## src/hdl/batc_pkg.sv

```systemverilog
// Shared constants and types for the bridge/amplifier trim calibrator.
package batc_pkg;

  // Field widths
  localparam int ADC_W    = 10;
  localparam int WIPER_W  = 8;
  localparam int ACT_W    = 5;
  localparam int CHAN_W   = 4;
  localparam int PHASE_W  = 2;
  localparam int CFG_IDX_W  = 3;
  localparam int CFG_DATA_W = 10;

  // Default channel count
  localparam int DEF_CHANNELS = 16;

  // Wiper end stop
  localparam logic [WIPER_W-1:0] WIPER_MAX = 8'd255;
  localparam logic [WIPER_W-1:0] WIPER_MIN = 8'd0;

  // Register reset values
  localparam logic [ADC_W-1:0]   RST_TARGET    = 10'd512;
  localparam logic [ADC_W-1:0]   RST_TOLERANCE = 10'd10;
  localparam logic [WIPER_W-1:0] RST_START_POS = 8'd128;
  localparam logic [ACT_W-1:0]   RST_ACTIVE    = 5'd16;

  // Phase codes on the result port
  localparam logic [PHASE_W-1:0] PH_IDLE   = 2'd0;
  localparam logic [PHASE_W-1:0] PH_BRIDGE = 2'd1;
  localparam logic [PHASE_W-1:0] PH_AMP    = 2'd2;

  // Configuration register indexes
  typedef enum logic [CFG_IDX_W-1:0] {
    CFG_BRIDGE_TARGET    = 3'd0,
    CFG_BRIDGE_TOLERANCE = 3'd1,
    CFG_AMP_TARGET       = 3'd2,
    CFG_AMP_TOLERANCE    = 3'd3,
    CFG_BRIDGE_START_POS = 3'd4,
    CFG_AMP_START_POS    = 3'd5,
    CFG_ACTIVE_CHANNELS  = 3'd6
  } cfg_idx_t;

  // Calibration sequencer state, one-hot
  typedef enum logic [2:0] {
    ST_IDLE   = 3'b001,
    ST_BRIDGE = 3'b010,
    ST_AMP    = 3'b100
  } state_t;

endpackage

```

## src/hdl/bridge_amp_trim_calibrator.sv

```systemverilog
// Top level: two-wiper trim sequencer with per-channel position stores.
//
//  channel | handshake          | payload
//  --------+--------------------+---------------------------------------------
//  in      | in_valid/in_ready  | in_start_req, in_sample
//  out     | out_valid/out_ready| out_channel, out_phase, out_amp_wiper,
//          |                    | out_bridge_wiper, out_settled,
//          |                    | out_out_of_range, out_pass_done
//  cfg     | cfg_valid/cfg_ready| cfg_index, cfg_data (write only)
//
// One transaction in gives one transaction out, registered in the next cycle, every cycle while no result is held.
// Band compare and one-count wiper step sit between the state and result
// registers; the position stores are read a cycle ahead of the step.
// in_ready falls only while a result is held and out_ready is low.
// cfg_ready is always high. Reset is synchronous; per-entry valid bits make
// the stores read as the preset values, with no clearing pass.
module bridge_amp_trim_calibrator #(
  parameter int CHANNELS = batc_pkg::DEF_CHANNELS
) (
  input  logic                              clk,
  input  logic                              rst_n,
  // Sample channel
  input  logic                              in_valid,
  output logic                              in_ready,
  input  logic                              in_start_req,
  input  logic [batc_pkg::ADC_W-1:0]        in_sample,
  // Result channel
  output logic                              out_valid,
  input  logic                              out_ready,
  output logic [batc_pkg::CHAN_W-1:0]       out_channel,
  output logic [batc_pkg::PHASE_W-1:0]      out_phase,
  output logic [batc_pkg::WIPER_W-1:0]      out_amp_wiper,
  output logic [batc_pkg::WIPER_W-1:0]      out_bridge_wiper,
  output logic                              out_settled,
  output logic                              out_out_of_range,
  output logic                              out_pass_done,
  // Configuration write channel
  input  logic                              cfg_valid,
  output logic                              cfg_ready,
  input  logic [batc_pkg::CFG_IDX_W-1:0]    cfg_index,
  input  logic [batc_pkg::CFG_DATA_W-1:0]   cfg_data
);

  localparam int CH_W  = (CHANNELS > 1) ? $clog2(CHANNELS) : 1;
  localparam int CMP_W = (CH_W + 1 > batc_pkg::ACT_W) ? CH_W + 1 : batc_pkg::ACT_W;
  localparam int AW    = batc_pkg::ADC_W;
  localparam int WW    = batc_pkg::WIPER_W;
  localparam logic [CH_W-1:0]  CH_LAST   = CH_W'(CHANNELS - 1);
  localparam logic [CMP_W-1:0] CH_COUNT  = CMP_W'(CHANNELS);

  // Configuration registers
  logic [AW-1:0]               br_target_r, br_tol_r, amp_target_r, amp_tol_r;
  logic [WW-1:0]               br_start_r, amp_start_r;
  logic [batc_pkg::ACT_W-1:0]  active_r;

  // Sequencer state
  batc_pkg::state_t            state_r, state_nxt;
  logic [CH_W-1:0]             ch_r, ch_nxt;
  logic [WW-1:0]               trial_r, trial_nxt;
  logic [WW-1:0]               br_hold_r, br_hold_nxt;
  logic [WW-1:0]               bridge0_r, bridge0_nxt;
  logic [WW-1:0]               idle_amp_r, idle_amp_nxt;
  logic [WW-1:0]               idle_br_r, idle_br_nxt;

  // Position stores
  logic [WW-1:0]               br_mem  [CHANNELS];
  logic [WW-1:0]               amp_mem [CHANNELS];
  logic [CHANNELS-1:0]         br_vld_r, amp_vld_r;
  logic [WW-1:0]               br_rd_r, amp_rd_r;
  logic                        br_rd_vld_r, amp_rd_vld_r;
  logic [CH_W-1:0]             br_raddr;
  logic                        br_we, amp_we;
  logic [WW-1:0]               br_rd_eff, amp_rd_eff;

  // Output register
  logic                        out_valid_r;
  logic [batc_pkg::CHAN_W-1:0] out_channel_r;
  logic [batc_pkg::PHASE_W-1:0] out_phase_r;
  logic [WW-1:0]               out_amp_r, out_br_r;
  logic                        out_settled_r, out_oor_r, out_done_r;

  // Step datapath
  logic                        in_acc, cfg_we;
  logic [AW:0]                 tgt_x, tol_x, smp_x;
  logic                        below, above, step_up, step_dn, oor_hit, settle;
  logic [WW-1:0]               trial_step;
  logic [CMP_W-1:0]            ch_inc;
  logic                        more_ch;
  logic                        settled_c, oor_c, done_c;
  logic [batc_pkg::PHASE_W-1:0] phase_c;
  logic [WW-1:0]               amp_w_c, br_w_c;
  logic [CMP_W-1:0]            ch_nxt_x;

  assign in_acc    = in_valid && in_ready;
  assign in_ready  = !out_valid_r || out_ready;
  assign cfg_ready = 1'b1;
  assign cfg_we    = cfg_valid && cfg_ready;

  // Configuration writes
  always_ff @(posedge clk) begin
    if (!rst_n) begin
      br_target_r  <= batc_pkg::RST_TARGET;
      br_tol_r     <= batc_pkg::RST_TOLERANCE;
      amp_target_r <= batc_pkg::RST_TARGET;
      amp_tol_r    <= batc_pkg::RST_TOLERANCE;
      br_start_r   <= batc_pkg::RST_START_POS;
      amp_start_r  <= batc_pkg::RST_START_POS;
      active_r     <= batc_pkg::RST_ACTIVE;
    end else if (cfg_we) begin
      unique case (cfg_index)
        batc_pkg::CFG_BRIDGE_TARGET:    br_target_r  <= cfg_data[AW-1:0];
        batc_pkg::CFG_BRIDGE_TOLERANCE: br_tol_r     <= cfg_data[AW-1:0];
        batc_pkg::CFG_AMP_TARGET:       amp_target_r <= cfg_data[AW-1:0];
        batc_pkg::CFG_AMP_TOLERANCE:    amp_tol_r    <= cfg_data[AW-1:0];
        batc_pkg::CFG_BRIDGE_START_POS: br_start_r   <= cfg_data[WW-1:0];
        batc_pkg::CFG_AMP_START_POS:    amp_start_r  <= cfg_data[WW-1:0];
        batc_pkg::CFG_ACTIVE_CHANNELS:  active_r     <= cfg_data[batc_pkg::ACT_W-1:0];
        default: ;
      endcase
    end
  end

  // Band compare, no wrap below zero
  always_comb begin
    if (state_r == batc_pkg::ST_AMP) begin
      tgt_x = {1'b0, amp_target_r};
      tol_x = {1'b0, amp_tol_r};
    end else begin
      tgt_x = {1'b0, br_target_r};
      tol_x = {1'b0, br_tol_r};
    end
    smp_x = {1'b0, in_sample};
  end

  assign below   = (smp_x + tol_x) < tgt_x;
  assign above   = smp_x > (tgt_x + tol_x);
  assign step_up = (state_r == batc_pkg::ST_BRIDGE) ? below : above;
  assign step_dn = (state_r == batc_pkg::ST_BRIDGE) ? above : below;

  // One-count wiper step with clamp at the end stops
  always_comb begin
    trial_step = trial_r;
    oor_hit    = 1'b0;
    if (step_up) begin
      if (trial_r == batc_pkg::WIPER_MAX) oor_hit = 1'b1;
      else trial_step = trial_r + 1'b1;
    end else if (step_dn) begin
      if (trial_r == batc_pkg::WIPER_MIN) oor_hit = 1'b1;
      else trial_step = trial_r - 1'b1;
    end
  end

  assign settle  = oor_hit || (!step_up && !step_dn);
  assign ch_inc  = CMP_W'(ch_r) + 1'b1;
  assign more_ch = (ch_inc < CMP_W'(active_r)) && (ch_inc < CH_COUNT);

  // Store read data, unwritten entries read as the preset
  assign br_rd_eff  = br_rd_vld_r  ? br_rd_r  : br_start_r;
  assign amp_rd_eff = amp_rd_vld_r ? amp_rd_r : amp_start_r;

  // Next-state logic
  always_comb begin
    state_nxt    = state_r;
    ch_nxt       = ch_r;
    trial_nxt    = trial_r;
    br_hold_nxt  = br_hold_r;
    bridge0_nxt  = bridge0_r;
    idle_amp_nxt = idle_amp_r;
    idle_br_nxt  = idle_br_r;
    settled_c    = 1'b0;
    oor_c        = 1'b0;
    done_c       = 1'b0;
    br_we        = 1'b0;
    amp_we       = 1'b0;
    if (in_acc) begin
      priority if (in_start_req) begin
        state_nxt = batc_pkg::ST_BRIDGE;
        ch_nxt    = '0;
        trial_nxt = bridge0_r;
      end else if (state_r == batc_pkg::ST_BRIDGE) begin
        trial_nxt = trial_step;
        settled_c = settle;
        oor_c     = oor_hit;
        if (settle) begin
          br_we       = 1'b1;
          br_hold_nxt = trial_step;
          if (ch_r == '0) bridge0_nxt = trial_step;
          state_nxt   = batc_pkg::ST_AMP;
          trial_nxt   = amp_rd_eff;
        end
      end else if (state_r == batc_pkg::ST_AMP) begin
        trial_nxt = trial_step;
        settled_c = settle;
        oor_c     = oor_hit;
        if (settle) begin
          amp_we = 1'b1;
          if (more_ch) begin
            ch_nxt    = ch_inc[CH_W-1:0];
            state_nxt = batc_pkg::ST_BRIDGE;
            trial_nxt = br_rd_eff;
          end else begin
            state_nxt    = batc_pkg::ST_IDLE;
            done_c       = 1'b1;
            idle_amp_nxt = trial_step;
            idle_br_nxt  = br_hold_r;
          end
        end
      end else begin
        state_nxt = batc_pkg::ST_IDLE;
      end
    end
    // Preset writes reload the stores, so the held and idle views follow them
    if (cfg_we && cfg_index == batc_pkg::CFG_BRIDGE_START_POS) begin
      bridge0_nxt = cfg_data[WW-1:0];
      br_hold_nxt = cfg_data[WW-1:0];
      idle_br_nxt = cfg_data[WW-1:0];
    end
    if (cfg_we && cfg_index == batc_pkg::CFG_AMP_START_POS) begin
      idle_amp_nxt = cfg_data[WW-1:0];
    end
  end

  // Wiper view after the step
  always_comb begin
    unique case (state_nxt)
      batc_pkg::ST_BRIDGE: begin
        phase_c = batc_pkg::PH_BRIDGE;
        amp_w_c = batc_pkg::WIPER_MAX;
        br_w_c  = trial_nxt;
      end
      batc_pkg::ST_AMP: begin
        phase_c = batc_pkg::PH_AMP;
        amp_w_c = trial_nxt;
        br_w_c  = br_hold_nxt;
      end
      default: begin
        phase_c = batc_pkg::PH_IDLE;
        amp_w_c = idle_amp_nxt;
        br_w_c  = idle_br_nxt;
      end
    endcase
  end

  assign ch_nxt_x = CMP_W'(ch_nxt);
  // Bridge store is read ahead at the following channel
  assign br_raddr = (ch_nxt == CH_LAST) ? '0 : CH_W'(ch_nxt + 1'b1);

  // Sequencer registers
  always_ff @(posedge clk) begin
    if (!rst_n) begin
      state_r    <= batc_pkg::ST_IDLE;
      ch_r       <= '0;
      trial_r    <= '0;
      br_hold_r  <= batc_pkg::RST_START_POS;
      bridge0_r  <= batc_pkg::RST_START_POS;
      idle_amp_r <= batc_pkg::RST_START_POS;
      idle_br_r  <= batc_pkg::RST_START_POS;
    end else begin
      state_r    <= state_nxt;
      ch_r       <= ch_nxt;
      trial_r    <= trial_nxt;
      br_hold_r  <= br_hold_nxt;
      bridge0_r  <= bridge0_nxt;
      idle_amp_r <= idle_amp_nxt;
      idle_br_r  <= idle_br_nxt;
    end
  end

  // Valid bits of the position stores
  always_ff @(posedge clk) begin
    if (!rst_n) begin
      br_vld_r  <= '0;
      amp_vld_r <= '0;
    end else begin
      if (cfg_we && cfg_index == batc_pkg::CFG_BRIDGE_START_POS) br_vld_r <= '0;
      else if (br_we) br_vld_r[ch_r] <= 1'b1;
      if (cfg_we && cfg_index == batc_pkg::CFG_AMP_START_POS) amp_vld_r <= '0;
      else if (amp_we) amp_vld_r[ch_r] <= 1'b1;
    end
  end

  // Position stores: one write, one registered read each; a preset write
  // drops the read valid in the same cycle
  always_ff @(posedge clk) begin
    if (br_we) br_mem[ch_r] <= trial_step;
    br_rd_r     <= br_mem[br_raddr];
    br_rd_vld_r <= br_vld_r[br_raddr] &&
                   !(cfg_we && cfg_index == batc_pkg::CFG_BRIDGE_START_POS);
  end

  always_ff @(posedge clk) begin
    if (amp_we) amp_mem[ch_r] <= trial_step;
    amp_rd_r     <= amp_mem[ch_nxt];
    amp_rd_vld_r <= amp_vld_r[ch_nxt] &&
                    !(cfg_we && cfg_index == batc_pkg::CFG_AMP_START_POS);
  end

  // Result register
  always_ff @(posedge clk) begin
    if (!rst_n) begin
      out_valid_r <= 1'b0;
    end else if (in_acc) begin
      out_valid_r <= 1'b1;
    end else if (out_ready) begin
      out_valid_r <= 1'b0;
    end
  end

  always_ff @(posedge clk) begin
    if (in_acc) begin
      out_channel_r <= ch_nxt_x[batc_pkg::CHAN_W-1:0];
      out_phase_r   <= phase_c;
      out_amp_r     <= amp_w_c;
      out_br_r      <= br_w_c;
      out_settled_r <= settled_c;
      out_oor_r     <= oor_c;
      out_done_r    <= done_c;
    end
  end

  assign out_valid        = out_valid_r;
  assign out_channel      = out_channel_r;
  assign out_phase        = out_phase_r;
  assign out_amp_wiper    = out_amp_r;
  assign out_bridge_wiper = out_br_r;
  assign out_settled      = out_settled_r;
  assign out_out_of_range = out_oor_r;
  assign out_pass_done    = out_done_r;

  // Checks
  a_acc_gives_result: assert property (@(posedge clk) disable iff (!rst_n)
    in_valid && in_ready |=> out_valid)
    else $error("accepted sample gave no result");

  a_done_idle: assert property (@(posedge clk) disable iff (!rst_n)
    out_valid && out_pass_done |-> out_phase == batc_pkg::PH_IDLE && out_settled)
    else $error("pass done without settling to idle");

  a_oor_settled: assert property (@(posedge clk) disable iff (!rst_n)
    out_valid && out_out_of_range |-> out_settled)
    else $error("out of range flag without settle");

  a_bridge_amp_max: assert property (@(posedge clk) disable iff (!rst_n)
    out_valid && out_phase == batc_pkg::PH_BRIDGE |-> out_amp_wiper == batc_pkg::WIPER_MAX)
    else $error("amp wiper not at end stop during bridge trim");

  a_start_ch0: assert property (@(posedge clk) disable iff (!rst_n)
    in_valid && in_ready && in_start_req |=> out_channel == '0 &&
      out_phase == batc_pkg::PH_BRIDGE)
    else $error("start did not restart at channel zero");

endmodule
```

## config.mk

```make
export PLATFORM = sky130hd
export DESIGN_NAME = bridge_amp_trim_calibrator
export DESIGN_NICKNAME = d
export VERILOG_FILES = /design/src/hdl/batc_pkg.sv /design/src/hdl/bridge_amp_trim_calibrator.sv
export SDC_FILE = /design/constraint.sdc
export NUM_CORES = 1
export LEC_CHECK = 0
export ABC_AREA = 0
export BUFFER_PORTS_ARGS = -buffer_cell sky130_fd_sc_hd__clkbuf_2
export CORE_UTILIZATION = 55
export CTS_BUF_LIST = sky130_fd_sc_hd__clkbuf_4 sky130_fd_sc_hd__clkbuf_8
export DETAILED_ROUTE_END_ITERATION = 6
export PLACE_DENSITY = 0.82
export REMOVE_ABC_BUFFERS = 1
export SETUP_SLACK_MARGIN = 0.3
export SYNTH_ARGS = -nofsm -noshare
export SYNTH_HDL_FRONTEND = slang
export SYNTH_SLANG_ARGS = --single-unit
```

## constraint.sdc

```tcl
create_clock -name clk -period 15.8 [get_ports clk]
set_clock_uncertainty 0.15 [all_clocks]
set_input_delay 2.37 -clock clk [delete_from_list [all_inputs] [get_ports clk]]
set_output_delay 2.37 -clock clk [all_outputs]
set_load 0.005 [all_outputs]
```

==> insert_results.sql <==
INSERT INTO impl_metrics (metric_group, metric, value, unit) VALUES
('hold_path', 'worst_hold_path_type', 'flop to flop', ''),
('placed_design', 'dp_worst_setup_slack', '6.15', 'ns'),
('sta', 'final_hold_viols', '0', ''),
('sta', 'post-route-worst-setup-slack', '6.48', 'ns'),
('flow_run', 'maxCapViolations', '0', ''),
('grt', 'grt_max_degree', '54', ''),
('synthesis', 'yosys_register_bits', '440', ''),
('clock_network', 'cts.sink_count', '440', ''),
('setup_path', 'worst_path_largest_cell_delay', '0.80', 'ns'),
('route', 'vias_per_cell', '6.21', ''),
('route', 'dr_drc_count', '0', ''),
('final_layout', 'layout.nets', '1932', ''),
('setup_path', 'critical_path_launch_point_type', 'flop', ''),
('placed_design', 'io_buffer_count', '55', ''),
('sta', 'slew_headroom', '22.0', '%'),
('synthesis', 'postSynthCellCount', '1797', ''),
('power', 'power.density', '112', 'nW/um^2'),
('die', 'floorplan.initialDensity', '56.2', '%'),
('clock_network', 'number_of_cts_inserted_buffers', '68', ''),
('route', 'drtAntennaViolNets', '0', ''),
('clock_network', 'htree_num_levels', '3', ''),
('die', 'chipWidth', '193', 'um'),
('grt', 'grt_first_pass_wirelength', '78.9', 'mm'),
('sta', 'rsz0062_at_grt', 'no', ''),
('final_layout', 'area_growth', '10.4', '%'),
('sta', 'timing.final.max_slew_violations', '0', ''),
('placed_design', 'place_area', '20800', 'um^2'),
('clock_network', 'clock_tree_from_tritoncts', 'built', ''),
('final_layout', 'drive_gt1_share', '12.8', '%'),
('setup_path', 'timing.setup.critical_path_class', 'flop to flop', ''),
('setup_path', 'timing.critical_path.required', '16.07', 'ns'),
('setup_path', 'worstSetupEndpointType', 'flop', ''),
('sta', 'fmax', '107', 'MHz'),
('clock_network', 'post_cts_clock_slew_at_the_launch_and_capture_registers_of_the_worst_setup_and_hold_paths', '0.06', 'ns'),
('placed_design', 'gp_congestion', '0.927', ''),
('power', 'irDropWorstVdd', '0.100', 'mV'),
('final_layout', 'layout.filler_cells', '2747', ''),
('die', 'die_y', '193', 'um'),
('clock_network', 'cts-hold-fix-buffers', '0', ''),
('synthesis', 'synth.avg_cell_area', '11.2', 'um^2'),
('route', 'vias', '14700', ''),
('grt', 'number_of_antenna_violations_at_the_first_check_in_global_routing', '0', ''),
('die', 'design.core.area', '35700', 'um^2'),
('synthesis', 'yosysUniqueCellTypes', '89', ''),
('die', 'rows', '69', ''),
('route', 'drtIter0Drc', '1664', ''),
('grt', 'grt_overflow', '0', ''),
('power', 'p_leak', '8.98', 'nW'),
('final_layout', 'insertedDiodeCount', '0', ''),
('synthesis', 'mappedNetlistArea', '20100', 'um^2'),
('grt', 'first_global_vias', '14300', ''),
('synthesis', 'ys_seq_area_share', '57.8', '%'),
('setup_path', 'crit_arrival', '9.58', 'ns'),
('setup_path', 'peak_fanout_along_the_critical_path', '53', ''),
('clock_network', 'clk_root_buffer_cell', 'clkbuf_8', ''),
('route', 'routed_wl', '51.6', 'mm'),
('sta', 'finalCriticalPeriod', '9.32', 'ns'),
('route', 'route.detailed.wl_per_inst', '21.8', 'um'),
('clock_network', 'postCtsSetupRepairBufs', '0', ''),
('run_status', 'status', 'complete, no violations', ''),
('synthesis', 'yosysWarnings', '0', ''),
('die', 'top_level_ports', '57', ''),
('clock_network', 'insertion_delay', '0.58', 'ns'),
('synthesis', 'async_reset_ff_share', '0', '%'),
('route', 'firstDrtPassIters', '7', ''),
('clock_network', 'cts_max_path_buffers', '3', ''),
('sta', 'timing.final.crit_share', '59.0', '%'),
('sta', 'worstMarginPinSlew', '1.17', 'ns'),
('final_layout', 'final_cell_area', '22200', 'um^2'),
('grt', 'gr-usage-all-layers', '27.8', '%'),
('clock_network', 'post_cts_resize_count', '0', ''),
('synthesis', 'dominantRegCellSynth', 'edfxtp_1', ''),
('placed_design', 'estimated_wirelength_of_the_detail_placed_design', '33.8', 'mm'),
('sta', 'setup_violations', '0', ''),
('die', 'design.die.area', '37300', 'um^2'),
('sta', 'setup_total_negative_slack', '0', 'ns'),
('synthesis', 'synth_enable_flop_cells', '281', ''),
('setup_path', 'crit_slowest_cell', 'or3b_1', '');
-- worst max-delay path: cells and delay by family, from the launching register on --
kind | cells | cell delay (ns)
xor gates and xnor gates | 1 | 0.17
adders and majority gates | 4 | 1.27
muxes | 1 | 0.57
DFF | 1 | 0.43
and+or+nand+nor | 7 | 2.18
buffers and inverters | 3 | 0.99
AOI/OAI and AO/OA | 14 | 3.33
-- state kept, by name (all words and copies together) (netlist names), 2 cells and up --
name,cells
ch_r,4
active_r,5
amp_mem,128
out_channel,4
br_tol_r,10
amp_vld_r,16
idle_br_r,8
br_hold_r,8
out_amp_wiper,8
idle_amp_r,8
br_vld_r,16
amp_target_r,10
amp_rd_r,8
out_phase,2
amp_tol_r,10
br_mem,128
trial_r,8
br_target_r,10
bridge0_r,8
out_bridge_wiper,8
amp_start_r,8
br_rd_r,8
br_start_r,8
state_r,3
-- cells in the final DEF (no fill, tap or decap), types with 25 or more instances in the layout --
cell	instances
a211oi_1	25
a21oi_1	97
and3_1	36
buf_4	28
clkbuf_2	55
clkbuf_8	76
dfxtp_1	159
edfxtp_1	281
ha_1	51
inv_1	44
mux2i_1	189
nand2_1	240
nand3_1	114
nor2_1	134
o21ai_0	69
-- layout make-up --
cell class,count,area [um^2],share of cell area [%]
Clock buffer,93,1170,5.29
Sequential cell,440,11600,52.4
Inverter,48,180,0.812
Tap cell,461,577,2.60
Multi-Input combinational cell,1209,7940,35.8
Clock inverter,32,211,0.953
Timing Repair Buffer,83,485,2.19
-- final timing paths --
path              depth (start not counted)                          end                         from  slack, ns
setup / recovery                         30           br_rd_r[2]$_DFF_P_        state_r[2]$_SDFF_PN0_       6.48
hold reg to reg                           2  br_target_r[7]$_SDFFE_PN0P_  br_target_r[7]$_SDFFE_PN0P_       0.30
setup reg to reg                         30           br_rd_r[2]$_DFF_P_        state_r[2]$_SDFF_PN0_       6.48
hold / removal                            2  br_target_r[7]$_SDFFE_PN0P_  br_target_r[7]$_SDFFE_PN0P_       0.30
-- metrics by stage --
step / utilization (%) / instances / total power, mW / hold WS (ns)
finish: 62.1 / 2366 / 2.49 / 0.304
global route: 62.1 / 2366 / 2.56 / 0.323
CTS: 62.1 / 2366 / 2.49 / 0.305
detailed placement: 58.2 / 2241 / 1.54 / 0.297
global placement: 58.2 / 2241 / 1.54 / 0.290
floorplan: - / 1697 / 1.44 / 0.282
-- metal layers --
metal | global-route usage [%] | vias to the layer above | share of wire [%]
met5 | 0 | - | 0
met4 | 11.5 | 0 | 3.6
met3 | 5.07 | 145 | 9.2
met2 | 44.1 | 772 | 46
met1 | 37.8 | 7094 | 41
li1 | - | 6690 | -
-- cell usage after synthesis (5+ instances only) --
| cell | instances | area share, % |
|---|---|---|
| clkbuf_1 | 64 | 1.2 |
| mux2i_1 | 189 | 9.4 |
| nor2b_1 | 8 | 0.25 |
| buf_2 | 23 | 0.57 |
| and2_1 | 20 | 0.62 |
| edfxtp_1 | 281 | 42 |
| a22oi_1 | 10 | 0.37 |
| dfxtp_1 | 159 | 16 |
| and3_1 | 36 | 1.1 |
| buf_4 | 5 | 0.19 |
| o211ai_1 | 7 | 0.26 |
| nand2_1 | 240 | 4.5 |
| a32o_1 | 9 | 0.45 |
| a21oi_1 | 98 | 2.4 |
| xnor2_1 | 15 | 0.65 |
| o221ai_1 | 8 | 0.35 |
| ha_1 | 51 | 3.2 |
| nand4_1 | 14 | 0.44 |
| o21ai_0 | 69 | 1.7 |
| o21a_1 | 13 | 0.49 |
| o31ai_1 | 6 | 0.22 |
| o21bai_1 | 8 | 0.30 |
| a21o_1 | 10 | 0.37 |
| nand3_1 | 114 | 2.8 |
| nor3_1 | 10 | 0.25 |
| nor4_1 | 5 | 0.16 |
| nor2_1 | 134 | 2.5 |
| a211oi_1 | 25 | 0.93 |
| nand2b_1 | 7 | 0.22 |
| mux4_2 | 5 | 0.56 |
| buf_1 | 5 | 0.093 |
| inv_1 | 44 | 0.82 |
-- power breakdown --
| group | internal, mW | switching [mW] |
|---|---|---|
| logic | 0.0626 | 0.172 |
| clock network | 0.519 | 0.441 |
| registers | 1.28 | 0.0101 |
| total | 1.86 | 0.624 |
-- cells by family after synthesis --
logic type	Yosys count	share of synthesized area (%)
AOI/OAI and AO/OA	328	11.0
and+or+nand+nor	611	13.8
other	1	0.0187
xor gates and xnor gates	19	0.828
buffers and inverters	148	3.02
muxes	197	10.1
adders and majority gates	53	3.37
DFF	440	57.8
Power figures use the tool's default switching activity.
